### src/rtl/core/spc_pkg.sv
// Package for the stepper position controller: field widths, command and mode codes,
// and the constants derived from the motor's steps per revolution.
// No dependencies.
`timescale 1ns / 1ps

package spc_pkg;

    localparam int STEPS_PER_REV = 200;

    localparam int FUNC_W  = 4;
    localparam int ANGLE_W = 9;
    localparam int STEP_W  = 2;
    localparam int POS_W   = 16;
    localparam int WRAP_W  = 12;
    localparam int MODE_W  = 3;
    localparam int PEND_W  = 13;

    // Sweep limit and the half circle used to pick the shortest goto path.
    localparam int SPAN = STEPS_PER_REV / 4;
    localparam int HALF = STEPS_PER_REV / 2;

    // Home moves are clamped to this many steps either way.
    localparam int HOME_LIMIT = 2048;

    // Position modulo one revolution at the two ends of the 16-bit range,
    // used when the position rolls over.
    localparam int WRAP_AT_MIN = (((-32768) % STEPS_PER_REV) + STEPS_PER_REV) % STEPS_PER_REV;
    localparam int WRAP_AT_MAX = 32767 % STEPS_PER_REV;

    // Goto target: floor((angle * N + 180) / 360). The division by 360 is a
    // shift by three and then a multiply by the reciprocal of 45.
    localparam int TGT_X_MAX = ((1 << ANGLE_W) - 1) * STEPS_PER_REV + 180;
    localparam int X_W       = $clog2(TGT_X_MAX + 1);
    localparam int Y_W       = X_W - 3;
    localparam int DIV_K     = Y_W + 6;
    localparam int DIV_M     = ((1 << DIV_K) + 44) / 45;
    localparam int M_W       = $clog2(DIV_M + 1);
    localparam int PROD_W    = Y_W + M_W;
    localparam int Q_W       = X_W - 8;

    typedef enum logic [FUNC_W-1:0] {
        FUNC_TICK     = 4'd0,
        FUNC_SWEEP    = 4'd1,
        FUNC_STEP_CW  = 4'd2,
        FUNC_STEP_CCW = 4'd3,
        FUNC_RUN_CW   = 4'd4,
        FUNC_RUN_CCW  = 4'd5,
        FUNC_GOTO     = 4'd6,
        FUNC_HOME     = 4'd7,
        FUNC_ZERO     = 4'd8,
        FUNC_STOP     = 4'd9,
        FUNC_OFF      = 4'd10
    } t_func;

    typedef enum logic [MODE_W-1:0] {
        MODE_REST     = 3'd0,
        MODE_SCAN     = 3'd1,
        MODE_SPIN_CW  = 3'd2,
        MODE_SPIN_CCW = 3'd3,
        MODE_MOVE     = 3'd4
    } t_mode;

    typedef enum logic [STEP_W-1:0] {
        STEP_NONE = 2'd0,
        STEP_CW   = 2'd1,
        STEP_CCW  = 2'd2
    } t_step;

endpackage

### src/rtl/core/spc_target.sv
// Two-stage goto target calculation: angle in degrees to a step index in one revolution.
// Depends on spc_pkg.
`timescale 1ns / 1ps

module spc_target (
    input  logic                         i_clk,
    input  logic                         i_en,
    input  logic [spc_pkg::ANGLE_W-1:0]  i_angle,
    output logic [spc_pkg::WRAP_W-1:0]   o_target
);
    import spc_pkg::*;

    logic [X_W-1:0]    x;
    logic [Y_W-1:0]    r_y;
    logic [PROD_W-1:0] prod;
    logic [Q_W-1:0]    q;
    logic [Q_W-1:0]    q_mod;
    logic [WRAP_W-1:0] r_target;

    // Rounded scale to steps, then drop the factor of eight in 360.
    assign x = X_W'(i_angle) * X_W'(STEPS_PER_REV) + X_W'(180);

    always_ff @(posedge i_clk) begin
        if (i_en) begin
            r_y <= x[X_W-1:3];
        end
    end

    // Quotient by 45 is exact over the whole input range; it stays below
    // twice a revolution, so one subtract takes the remainder.
    assign prod  = PROD_W'(r_y) * PROD_W'(DIV_M);
    assign q     = Q_W'(prod >> DIV_K);
    assign q_mod = (q >= Q_W'(STEPS_PER_REV)) ? q - Q_W'(STEPS_PER_REV) : q;

    always_ff @(posedge i_clk) begin
        if (i_en) begin
            r_target <= WRAP_W'(q_mod);
        end
    end

    assign o_target = r_target;

endmodule

### src/rtl/core/stepper_position_controller.sv
// Top level of the stepper position controller: command pipeline, position state and result.
// Depends on spc_pkg and spc_target.
`timescale 1ns / 1ps
// Path: an accepted beat moves through the input register, the goto target register, then
// the result register.
// Throughput: one beat per cycle; the three-stage pipeline stalls as a whole only while a
// result waits on the output. Reset (synchronous, active low) empties the pipeline, sets
// sweep mode going clockwise at position zero, clears the pending move and releases the coils.

module stepper_position_controller (
    input  logic                                i_clk,
    input  logic                                i_rst_n,

    input  logic                                i_in_valid,
    output logic                                o_in_ready,
    input  logic [spc_pkg::FUNC_W-1:0]          i_func,
    input  logic [spc_pkg::ANGLE_W-1:0]         i_target_angle,

    output logic                                o_out_valid,
    input  logic                                i_out_ready,
    output logic [spc_pkg::STEP_W-1:0]          o_step_taken,
    output logic signed [spc_pkg::POS_W-1:0]    o_position,
    output logic [spc_pkg::WRAP_W-1:0]          o_wrapped_step,
    output logic                                o_coils_on,
    output logic [spc_pkg::MODE_W-1:0]          o_mode_now,
    output logic signed [spc_pkg::PEND_W-1:0]   o_steps_left
);
    import spc_pkg::*;

    // The whole pipeline moves when the output register is empty or being drained.
    logic en;

    logic              r_v1;
    logic [FUNC_W-1:0] r_func1;
    logic              r_v2;
    logic [FUNC_W-1:0] r_func2;
    logic [WRAP_W-1:0] target;

    // Controller state. These registers also serve as the result register: they
    // only change when the next beat reaches the last stage, which needs the
    // output to be free.
    t_mode              r_mode, n_mode;
    logic               r_dir, n_dir;
    logic [POS_W-1:0]   r_pos, n_pos;
    logic [WRAP_W-1:0]  r_wrap, n_wrap;
    logic [PEND_W-1:0]  r_pend, n_pend;
    logic               r_coil, n_coil;
    t_step              r_step, n_step;
    logic               r_out_valid;

    // Helpers for the next-state logic.
    logic                    do_cw;
    logic                    do_ccw;
    logic [POS_W-1:0]        pos_inc;
    logic [POS_W-1:0]        pos_dec;
    logic [WRAP_W-1:0]       wrap_inc;
    logic [WRAP_W-1:0]       wrap_dec;
    logic signed [WRAP_W+1:0] g_delta;
    logic signed [WRAP_W+1:0] g_adj;
    logic signed [POS_W:0]    h_delta;
    logic signed [PEND_W-1:0] h_clamped;

    assign en         = !r_out_valid || i_out_ready;
    assign o_in_ready = en;

    // Stage one and two: carry the command alongside the target calculation.
    always_ff @(posedge i_clk) begin
        if (!i_rst_n) begin
            r_v1 <= 1'b0;
            r_v2 <= 1'b0;
        end else if (en) begin
            r_v1 <= i_in_valid;
            r_v2 <= r_v1;
        end
    end

    always_ff @(posedge i_clk) begin
        if (en) begin
            r_func1 <= i_func;
            r_func2 <= r_func1;
        end
    end

    spc_target u_target (
        .i_clk    (i_clk),
        .i_en     (en),
        .i_angle  (i_target_angle),
        .o_target (target)
    );

    // Single steps move the position by one. The position modulo one revolution
    // is tracked alongside it, with a fix-up where the 16-bit count rolls over.
    assign pos_inc  = r_pos + POS_W'(1);
    assign pos_dec  = r_pos - POS_W'(1);
    assign wrap_inc = (r_pos == {1'b0, {(POS_W-1){1'b1}}}) ? WRAP_W'(WRAP_AT_MIN) :
                      (r_wrap == WRAP_W'(STEPS_PER_REV - 1)) ? '0 : r_wrap + WRAP_W'(1);
    assign wrap_dec = (r_pos == {1'b1, {(POS_W-1){1'b0}}}) ? WRAP_W'(WRAP_AT_MAX) :
                      (r_wrap == '0) ? WRAP_W'(STEPS_PER_REV - 1) : r_wrap - WRAP_W'(1);

    // Goto takes the shortest way around the circle.
    assign g_delta = $signed({2'b00, target}) - $signed({2'b00, r_wrap});
    always_comb begin
        if (g_delta > $signed((WRAP_W+2)'(HALF))) begin
            g_adj = g_delta - $signed((WRAP_W+2)'(STEPS_PER_REV));
        end else if (g_delta < -$signed((WRAP_W+2)'(HALF))) begin
            g_adj = g_delta + $signed((WRAP_W+2)'(STEPS_PER_REV));
        end else begin
            g_adj = g_delta;
        end
    end

    // Home heads back to zero, clamped so a far position stops short.
    assign h_delta = -$signed({r_pos[POS_W-1], r_pos});
    always_comb begin
        if (h_delta > $signed((POS_W+1)'(HOME_LIMIT))) begin
            h_clamped = PEND_W'(HOME_LIMIT);
        end else if (h_delta < -$signed((POS_W+1)'(HOME_LIMIT))) begin
            h_clamped = PEND_W'(-HOME_LIMIT);
        end else begin
            h_clamped = PEND_W'(h_delta);
        end
    end

    // Next-state logic for the command in the last stage.
    always_comb begin
        n_mode = r_mode;
        n_dir  = r_dir;
        n_pend = r_pend;
        n_coil = r_coil;
        do_cw  = 1'b0;
        do_ccw = 1'b0;

        case (t_func'(r_func2))
            FUNC_TICK: begin
                case (r_mode)
                    MODE_SCAN: begin
                        if (!r_dir) begin
                            do_cw = 1'b1;
                            if ($signed(pos_inc) >= $signed(POS_W'(SPAN))) begin
                                n_dir = 1'b1;
                            end
                        end else begin
                            do_ccw = 1'b1;
                            if ($signed(pos_dec) <= -$signed(POS_W'(SPAN))) begin
                                n_dir = 1'b0;
                            end
                        end
                    end
                    MODE_SPIN_CW: begin
                        do_cw = 1'b1;
                    end
                    MODE_SPIN_CCW: begin
                        do_ccw = 1'b1;
                    end
                    MODE_MOVE: begin
                        if ($signed(r_pend) > 0) begin
                            do_cw  = 1'b1;
                            n_pend = r_pend - PEND_W'(1);
                        end else if ($signed(r_pend) < 0) begin
                            do_ccw = 1'b1;
                            n_pend = r_pend + PEND_W'(1);
                        end
                        if (n_pend == '0) begin
                            n_mode = MODE_REST;
                        end
                    end
                    default: begin
                    end
                endcase
            end
            FUNC_SWEEP: begin
                n_mode = MODE_SCAN;
                n_dir  = 1'b0;
                n_pend = '0;
            end
            FUNC_STEP_CW: begin
                n_mode = MODE_REST;
                n_pend = '0;
                do_cw  = 1'b1;
            end
            FUNC_STEP_CCW: begin
                n_mode = MODE_REST;
                n_pend = '0;
                do_ccw = 1'b1;
            end
            FUNC_RUN_CW: begin
                n_mode = MODE_SPIN_CW;
                n_pend = '0;
            end
            FUNC_RUN_CCW: begin
                n_mode = MODE_SPIN_CCW;
                n_pend = '0;
            end
            FUNC_GOTO: begin
                n_pend = PEND_W'(g_adj);
                n_mode = (g_adj != '0) ? MODE_MOVE : MODE_REST;
            end
            FUNC_HOME: begin
                n_pend = h_clamped;
                n_mode = (h_clamped != '0) ? MODE_MOVE : MODE_REST;
            end
            FUNC_ZERO: begin
                n_mode = MODE_REST;
                n_pend = '0;
            end
            FUNC_STOP, FUNC_OFF: begin
                n_mode = MODE_REST;
                n_pend = '0;
                n_coil = 1'b0;
            end
            default: begin
            end
        endcase

        // Any step energizes the coils.
        if (do_cw || do_ccw) begin
            n_coil = 1'b1;
        end
    end

    // Position, wrapped position and step code.
    always_comb begin
        n_pos  = r_pos;
        n_wrap = r_wrap;
        n_step = STEP_NONE;
        if (do_cw) begin
            n_pos  = pos_inc;
            n_wrap = wrap_inc;
            n_step = STEP_CW;
        end else if (do_ccw) begin
            n_pos  = pos_dec;
            n_wrap = wrap_dec;
            n_step = STEP_CCW;
        end else if (r_func2 == FUNC_ZERO) begin
            n_pos  = '0;
            n_wrap = '0;
        end
    end

    always_ff @(posedge i_clk) begin
        if (!i_rst_n) begin
            r_mode      <= MODE_SCAN;
            r_dir       <= 1'b0;
            r_pos       <= '0;
            r_wrap      <= '0;
            r_pend      <= '0;
            r_coil      <= 1'b0;
            r_step      <= STEP_NONE;
            r_out_valid <= 1'b0;
        end else if (en) begin
            r_out_valid <= r_v2;
            if (r_v2) begin
                r_mode <= n_mode;
                r_dir  <= n_dir;
                r_pos  <= n_pos;
                r_wrap <= n_wrap;
                r_pend <= n_pend;
                r_coil <= n_coil;
                r_step <= n_step;
            end
        end
    end

    assign o_out_valid    = r_out_valid;
    assign o_step_taken   = r_step;
    assign o_position     = $signed(r_pos);
    assign o_wrapped_step = r_wrap;
    assign o_coils_on     = r_coil;
    assign o_mode_now     = r_mode;
    assign o_steps_left   = $signed(r_pend);

endmodule

### config.mk
export PLATFORM = sky130hd
export DESIGN_NAME = stepper_position_controller
export DESIGN_NICKNAME = d
export VERILOG_FILES = /design/src/rtl/core/spc_pkg.sv /design/src/rtl/core/spc_target.sv /design/src/rtl/core/stepper_position_controller.sv
export SDC_FILE = /design/constraint.sdc
export NUM_CORES = 1
export LEC_CHECK = 0
export BUFFER_PORTS_ARGS = -buffer_cell sky130_fd_sc_hd__clkbuf_2
export CORE_MARGIN = 5
export CORE_UTILIZATION = 55
export DETAILED_ROUTE_END_ITERATION = 12
export PLACE_DENSITY_LB_ADDON = 0.25
export SYNTH_ARGS = -nofsm -noshare
export SYNTH_HDL_FRONTEND = slang
export SYNTH_SLANG_ARGS = --single-unit
export TNS_END_PERCENT = 1
### constraint.sdc
create_clock -name i_clk -period 6.37 [get_ports i_clk]
set_input_delay 0.9555 -clock i_clk [delete_from_list [all_inputs] [get_ports i_clk]]
set_output_delay 0.9555 -clock i_clk [all_outputs]
set_load 0.01 [all_outputs]
# After elaboration in Yosys (flattened, before gate mapping)
# Cells that the tools add are included.
# word_totals
reg_bits	82
input_bits	17
output_inout_bits	49
wordCells	123
# classes
addsub	12
multipliers	2
magnitude_cmp	9
n_mux	44
eq_ne	20
reduce_logical	22
# ops
op	n
2-to-1 mux 13 bit	7
2-to-1 mux 12 bit	7
case mux 13 bit (4 select lines)	1
2-to-1 mux 16 bit	3
multiplier 14 x 14 -> 28 bit (second input constant)	1
2-to-1 mux 14 bit	2
case mux 3 bit (7 select lines)	1
adder 17 x 8 -> 17 bit (second input constant)	1
greater-than comparator 17 x 13 -> 1 bit (second input constant)	1
less-than comparator 17 x 12 -> 1 bit (second input constant)	1
negator 16 -> 17 bit	1
adder 16 x 1 -> 16 bit (second input constant)	1
== test 16 x 15 -> 1 bit (second input constant)	1
== test 16 bit (second input constant)	1
== test 4 x 3 -> 1 bit (second input constant)	4
>= comparator 16 x 7 -> 1 bit (second input constant)	1
<= comparator 16 x 7 -> 1 bit (second input constant)	1
subtractor 16 x 1 -> 16 bit (second input constant)	1
adder 13 x 9 -> 14 bit (second input constant)	1
multiplier 9 x 5 -> 14 bit (second input constant)	1
nonzero test 14 bit	1
subtractor 13 x 9 -> 14 bit (second input constant)	1
adder 13 x 1 -> 13 bit (second input constant)	1
greater-than comparator 13 x 1 -> 1 bit (second input constant)	1
other kinds (41)	67

# Depth between registers and ports, before layout
# Gate-level depths: netlist of the first run.
# depth
word_depth	9
ltp_mapped	24
depth_no_buf	24

# Modules after synthesis
# A second synthesis of the first run with hierarchy kept.
# hier_totals
hier_cells	1338
hier_area_um2	11034.3
# modules_own_cells
module	seq_area_each_um2	area_each_um2	n_inst	cells_per_inst
stepper_position_controller	1261.2	6078.3	1	852
spc_target	690.7	4956.0	1	486

# Worst setup path after synthesis of the first run
# OpenSTA, ideal clock, no wires.
# synth_timing
path_type	flip-flop to flip-flop
startpoint	reg u_target.r_y[3]
endpoint	reg u_target.r_target[4], in the netlist u_target.o_target[4], data pin
path_buffers	0
stages_incl_launch_ff	22
required_ns	6.114
setup_time_ns	0.256
synth_period_minus_slack_ns	6.084
arrival_ns	5.828
setup_slack_ns	0.286
path_cell_list	edfxtp_1 ha_1 ha_1 fa_1 fa_1 inv_1 fa_1 fa_1 inv_1 ha_1 a21o_1 a21o_1 a21oi_1 o21ai_0 a221o_1 a31o_2 xnor2_1 ha_1 inv_1 a311oi_1 o21bai_1 a22o_1
# synth_between
elab_chain_cells	3
elab_cells_between_ends	4
cone_classes	1 x add/sub; 1 x mul; 1 x order compare; 1 x mux
# synth_rtl
element	line	text
start: declaration	spc_target.sv:14	logic [Y_W-1:0] r_y;
start signal: assignment	spc_target.sv:25	r_y <= x[X_W-1:3];
multiplier 14 x 14 -> 28 bit (*)	spc_target.sv:31	assign prod = PROD_W'(r_y) * PROD_W'(DIV_M);
subtractor 9 x 8 -> 9 bit or >= comparator 9 x 8 -> 1 bit (tied branches)	spc_target.sv:33	assign q_mod = (q >= Q_W'(STEPS_PER_REV)) ? q - Q_W'(STEPS_PER_REV) : q;
2-to-1 mux 9 bit (*)	spc_target.sv:33	
via u_target.q_mod[4]	spc_target.sv:17	logic [Q_W-1:0] q_mod;
end signal: assignment	spc_target.sv:37	r_target <= WRAP_W'(q_mod);
end: declaration	spc_target.sv:18	logic [WRAP_W-1:0] r_target;
# Mark *: on every way through the listed nets, which the timed path passes. The rest lies on a longest branch.
# A chain may end at the register's enable or synchronous reset.

# Worst setup path after layout of the first run
# layout_timing
startpoint	reg u_target.r_y[2]
endpoint	reg u_target.r_target[4], in the netlist u_target.o_target[4], data pin
# Same word-level chain as after synthesis.

==> results of run 1 <==
-- synthesized netlist by cell type, types with 17 or more instances --
cell	number
ha_1	162
inv_1	124
nor2_1	87
a21oi_1	84
nand2_1	81
clkbuf_1	59
o21ai_0	55
dfxtp_1	51
fa_1	42
xor2_1	39
nand3_1	38
xnor2_1	38
nor3_1	37
edfxtp_1	31
a21o_1	24
and3_1	24
a211oi_1	22
nor4_1	17
-- metrics by stage --
step                std cells   util  cell area [sq um]  worst slack (ns)
finish                   1575  0.609              11500             0.242
global route             1575  0.609              11500           -0.0390
CTS                      1571  0.606              11400            0.0295
detailed placement       1555  0.589              11100            0.0490
global placement         1555  0.589              11100             0.206
floorplan                1285      -              10600             0.286
-- kinds of logic after synthesis --
kind of cell	Yosys count	synth area share
xor+xnor	78	0.0657
mux	4	0.00507
flops	82	0.184
fa+ha+maj	204	0.270
compound gates	342	0.220
buf+inv	192	0.0696
simple gates	383	0.185
-- worst max-delay path: stages (launching register included) --
cell      delay [ns]
edfxtp_1        0.49
ha_1            0.36
ha_1            0.32
fa_1            0.51
fa_1            0.54
inv_1           0.05
fa_1            0.49
fa_1            0.51
inv_1           0.04
ha_1            0.18
a21o_1          0.17
a21o_1          0.18
a21oi_2         0.17
o21ai_0         0.12
a221o_1         0.40
a31o_2          0.29
xnor2_2         0.15
ha_2            0.22
inv_1           0.06
a311oi_2        0.24
o21bai_1        0.14
a22o_1          0.24
-- routing by layer --
layer  vias to the layer above  track usage  part of all wire
met1                      4511        0.305              0.42
met3                        61       0.0352             0.069
li1                       4743            -                 -
met4                         0        0.104             0.037
met2                       344        0.390              0.48
met5                         -            0                 0
-- repair_timing --
item / 4_1_cts / 5_1_grt
buffers inserted: 0 / 4
gates resized for setup: 0 / 7
setup endpoints to repair: 0 / 4
-- area by class of cell --
class	instances	area, sq um
clock inverters	5	57.6
well taps	260	325
multi-input cells	1011	7960
flip-flops and latches	82	1950
clock buffers	11	254
repair buffers	82	453
fillers	1702	7360
inverters	124	465
-- registers in the layout, summed over array words and instances (netlist names), 3 cells and up --
register and cells:
o_wrapped_step 12, o_mode_now 3, o_steps_left 13, r_func1 4, u_target.r_y 14, u_target.o_target 9, r_func2 4, o_position 16
-- cell usage in the layout (no fill, tap or decap), types with 6 or more instances in the layout --
master     count
nand2_1       81
a21o_1        24
o211ai_1       7
edfxtp_1      31
nor2_1        87
nor3b_1        6
or4_1          6
o311ai_0       6
fa_1          42
a21boi_0       7
clkbuf_16     10
xnor2_1       36
nor4_1        16
a311oi_1      10
a22oi_1       12
a31oi_1       10
nand2b_1      13
o21a_1         8
o21ai_0       53
ha_1         161
o2111ai_1      7
and3_1        24
or3_1          9
a211oi_1      22
a21oi_1       81
xor2_1        39
buf_4         17
inv_1        124
dfxtp_1       51
and2_1        16
o22ai_1        9
clkbuf_2      65
a211o_1        7
nand3_1       38
o221ai_1       6
a221oi_1      13
nand4_1       16
nor2b_1        9
nor3_1        36
-- worst min-delay path by stage --
stage	to	slack (ns)	depth (start not counted)
3_3_place_gp	r_func2[2]	0.40	0
4_1_cts	r_func2[2]	0.41	0
5_1_grt	r_func2[0]	0.43	0
6_report	r_func2[2]	0.41	0
3_5_place_dp	r_func2[0]	0.41	0
2_1_floorplan	r_func2[0]	0.40	0
==> results by group, run 1 <==
Timing
  • Total count of max-transition violations in the final report: 0
  • Setup violators final: 0
  • Time the final worst path needs with I/O delays and setup: 6.13 ns
  • Pin slew with the least headroom to its limit: ~0.97 ns
  • Peak Freq: 163 MHz
  • Final Hold Viols: 0
  • Post-route worst hold slack: roughly 0.41 ns
  • Skew final: 0.0137 ns
  • Relative slew slack: 0.352
  • Total negative setup slack: 0 ns
  • Period utilization: 0.962

Place
  • Post-detail-place hpwl: 20.8 mm
  • I/O Buffers: 65
  • Routability Congestion: roughly 0.92

Route
  • Number of DRC violations after detailed-routing iteration 0: 626
  • Detailed-route via count: 9659
  • DR WL/cell: 16.8 um
  • Routed wire length: ~27 mm
  • DR vias/cell: 6.13
  • First-pass DRT Iterations: 5
  • Antenna violation net count after detailed routing: 0
  • Total DRC errors in the routed layout: 0

Floorplanning
  • Die Height: about 150 um
  • Horiz. Die Dim: 149 um
  • Area of the placeable core: roughly 19000 sq um
  • IO Pins: 66
  • Area of the die: 22200 sq um
  • Starting density of the core: 0.563
  • Number of rows in the core area: 50

Worst setup path
  • Source of the worst register-to-register timing path: u_target.r_y[2]
  • Nature of the critical path endpoint: register
  • Element type at the critical path start: register
  • Data arrival time of the critical path: 6.22 ns
  • Maximum fanout count along the critical path: 6
  • Type of the worst setup path: register to register
  • Required time of the worst setup path: 6.46 ns
  • Worst Setup EP: u_target.o_target[4]
  • Worst setup path startpoint: u_target.r_y[2]
  • Minimum setup slack among reg-to-reg paths: 0.24 ns
  • FF-to-FF End: u_target.o_target[4]
  • R2R depth: 21

Yosys
  • Ys Warns: 0
  • Share of flip-flops with an asynchronous set or reset: 0
  • Count of mapped cells out of synthesis: 1285
  • Largest cells by area after synthesis: ha_1 (19%), dfxtp_1 (9.6%), edfxtp_1 (8.8%)
  • Net Count, Synth: 1506
  • Distinct cells, synth: 85
  • Number of enable-type register cells in the synthesized netlist: 31
  • Synth Cell Area: around 11000 sq um
  • Cell type contributing the most total cell area after synthesis: ha_1
  • Yosys reg bits: 82
  • Sequential area share after synthesis: 0.184
  • Avg Cell Area, Syn: just over 8 sq um
  • Area share of the largest cell type after synthesis: 0.191
  • Top FF cell, synth: dfxtp_1

CTS
  • Number of hold-repair buffers added at the cts stage: 0
  • Worst-path clk slew: 0.06 ns
  • Clock tree from TritonCTS: built
  • Clock latency reported for the late side of the worst-skew pair: 0.34 ns
  • H-Tree Depth: 3
  • CTS buffer count: 9
  • Max Buffers Root-to-Sink: 2
  • Num Clock Sinks: 82
  • CTS root buf: clkbuf_16

Min path
  • Path type of the worst min-delay path: register to register
  • Worst hold path startpoint: r_func1[2]

GRT
  • Number of global-route vias before repair: around 9000
  • First-pass GRT wire length: 43.4 mm
  • All-Layer GR Usage: 0.235
  • Largest net degree at the start of global routing: 38
  • Initial antenna violation count: 0
  • Total global routing overflow: 0

Flow run
  • MaxCap Viol Count: 0

Layout
  • Fraction of final layout cells with drive strength greater than 1: 0.0943
  • Nets: 1531
  • Area growth from synthesis to layout: 8.17%
  • Total inserted antenna cells: 0

Status
  • Status: completed
Power of run 1 is left out: the tool's default activity adds up to more than one toggle a clock period on the data nets, which glitch-free logic cannot reach.
==> inputs of run 2 (changes only) <==
--- a/config.mk
+++ b/config.mk
@@ -7,9 +7,9 @@
 export LEC_CHECK = 0
 export BUFFER_PORTS_ARGS = -buffer_cell sky130_fd_sc_hd__clkbuf_2
 export CORE_MARGIN = 5
-export CORE_UTILIZATION = 55
+export CORE_UTILIZATION = 57
 export DETAILED_ROUTE_END_ITERATION = 12
-export PLACE_DENSITY_LB_ADDON = 0.25
+export PLACE_DENSITY = 0.88
 export SYNTH_ARGS = -nofsm -noshare
 export SYNTH_HDL_FRONTEND = slang
 export SYNTH_SLANG_ARGS = --single-unit
==> run 2 against run 1 <==
Sequential cell count unchanged. Critical path depth fell by 1. Cell count decreased by 1.8%. Core utilization up 2.5 points. Clock-buffer cell count is 1 lower. Design area grew 0.29%. Wire length is 9.6% higher. Critical endpoint unchanged. Largest cell class unchanged.
==> results by group, run 2 (synthesis results as in run 1) <==
Layout
  • Flip-flop count of the largest register after layout: 16
  • Most common cell after layout, fill and taps aside: ha_1
  • Most used cells in the layout excluding fill and tap cells: ha_1 (157), inv_1 (124), nor2_1 (87), nand2_1 (81), a21oi_1 (81)
  • Final Util: 0.634
  • Fraction of final layout cells with drive strength greater than 1: 0.101
  • Area growth from synthesis to layout: 8.48%
  • Fill count: ~1500
  • Total inserted antenna cells: 0
  • Number of standard cells in the layout, taps in and fillers out: 1547
  • Nets: 1534

CTS
  • Max Buffers Root-to-Sink: 2
  • Num Clock Sinks: 82
  • Clock latency reported for the late side of the worst-skew pair: 0.35 ns
  • Worst-path clk slew: ~0.070 ns
  • CTS root buf: clkbuf_16
  • H-Tree Depth: 3
  • Clock tree from TritonCTS: built
  • Number of hold-repair buffers added at the cts stage: 0
  • CTS buffer count: 9

Timing
  • Pin slew with the least headroom to its limit: 0.993 ns
  • Setup violators final: 0
  • Period utilization: 0.981
  • Relative slew slack: 0.338
  • Final Hold Viols: 0
  • Peak Freq: 160 MHz
  • Total count of max-transition violations in the final report: 0
  • Time the final worst path needs with I/O delays and setup: around 6.2 ns
  • Skew final: 0.0128 ns

Route
  • Number of DRC violations after detailed-routing iteration 0: 850
  • Detailed-route via count: approximately 10000
  • DR vias/cell: roughly 6.5
  • First-pass DRT Iterations: 5
  • DR WL/cell: roughly 19 um
  • Total DRC errors in the routed layout: 0
  • Routed wire length: 29.1 mm
  • Antenna violation net count after detailed routing: 0

Floorplanning
  • Number of rows in the core area: 49
  • Die Height: 146 um
  • IO Pins: 66
  • Area of the placeable core: 18100 sq um
  • Starting density of the core: 0.584
  • Area of the die: 21400 sq um
  • Horiz. Die Dim: around 150 um

Flow run
  • MaxCap Viol Count: 0

Min path
  • Path type of the worst min-delay path: register to register

Worst setup path
  • Data arrival time of the critical path: between 6 and 7 ns
  • Nature of the critical path endpoint: register
  • R2R depth: 20
  • Worst setup path startpoint: u_target.r_y[3]
  • Element type at the critical path start: register
  • FF-to-FF End: u_target.o_target[4]
  • Minimum setup slack among reg-to-reg paths: 0.12 ns
  • Source of the worst register-to-register timing path: u_target.r_y[3]
  • Worst Setup EP: u_target.o_target[4]
  • Maximum fanout count along the critical path: 4
  • Required time of the worst setup path: 6.47 ns
  • Type of the worst setup path: register to register

Status
  • Status: completed

Place
  • Cells after DPL: 1526
  • Routability Congestion: ~0.95
  • Post-detail-place hpwl: between 20 and 25 mm
  • I/O Buffers: 65

GRT
  • First-pass GRT wire length: between 40 and 50 mm
  • Number of global-route vias before repair: between 9000 and 10000
  • All-Layer GR Usage: 0.258
  • Total global routing overflow: 0
  • Largest net degree at the start of global routing: 38
  • Initial antenna violation count: 0
run 2: repair_timing:
action | in CTS | in global routing
setup endpoints to repair | 1 | 5
setup buffers | 0 | 5
pin swaps | 0 | 4
resized for setup | 2 | 13
run 2: critical path, stage by stage, from the launching register on:
cell and delay (ns):
edfxtp_1 0.46, ha_1 0.38, xor2_1 0.22, ha_1 0.29, fa_1 0.53, fa_1 0.53
fa_1 0.50, ha_1 0.31, ha_1 0.32, a21o_1 0.16, a21o_1 0.18, a21oi_2 0.18
o21ai_1 0.10, a221o_1 0.40, a31o_2 0.32, xnor2_4 0.20, ha_4 0.17, inv_1 0.06
a311oi_2 0.32, o21bai_2 0.13, a22o_1 0.24
run 2: through the flow:
step	setup slack [ns]	hold slack [ns]	TNS, ns	instance area (sq um)
6_report	0.124	0.428	0	11500
5_1_grt	-0.111	0.426	-0.193	11500
4_1_cts	0.0291	0.426	0	11400
3_5_place_dp	-0.113	0.407	-0.113	11100
3_3_place_gp	0.138	0.401	0	11100
2_1_floorplan	0.286	0.400	0	10600
run 2: per-layer routing:
layer	vias up	track usage	share of wire
met4	0	0.0753	0.031
met2	456	0.459	0.50
li1	4755	-	-
met5	-	0	0
met1	4712	0.326	0.40
met3	74	0.0363	0.069
run 2: cell type report:
cell class	instances	area, sq um	share of cell area
clock inverters	6	46.3	0.00402
multi-input cells	1011	8030	0.698
repair buffers	85	475	0.0413
inverters	124	465	0.0405
well taps	229	287	0.0249
clock buffers	10	250	0.0218
flip-flops and latches	82	1950	0.170
run 2: worst min path at each step:
stage                    start         end  slack, ns  cells past startpoint
floorplan           r_func1[0]  r_func2[0]       0.40                      0
global placement    r_func1[2]  r_func2[2]       0.40                      0
detailed placement  r_func1[0]  r_func2[0]       0.41                      0
CTS                 r_func1[0]  r_func2[0]       0.43                      0
global route        r_func1[3]  r_func2[3]       0.43                      0
finish              r_func1[3]  r_func2[3]       0.43                      0
Power of run 2 is left out for the same reason.
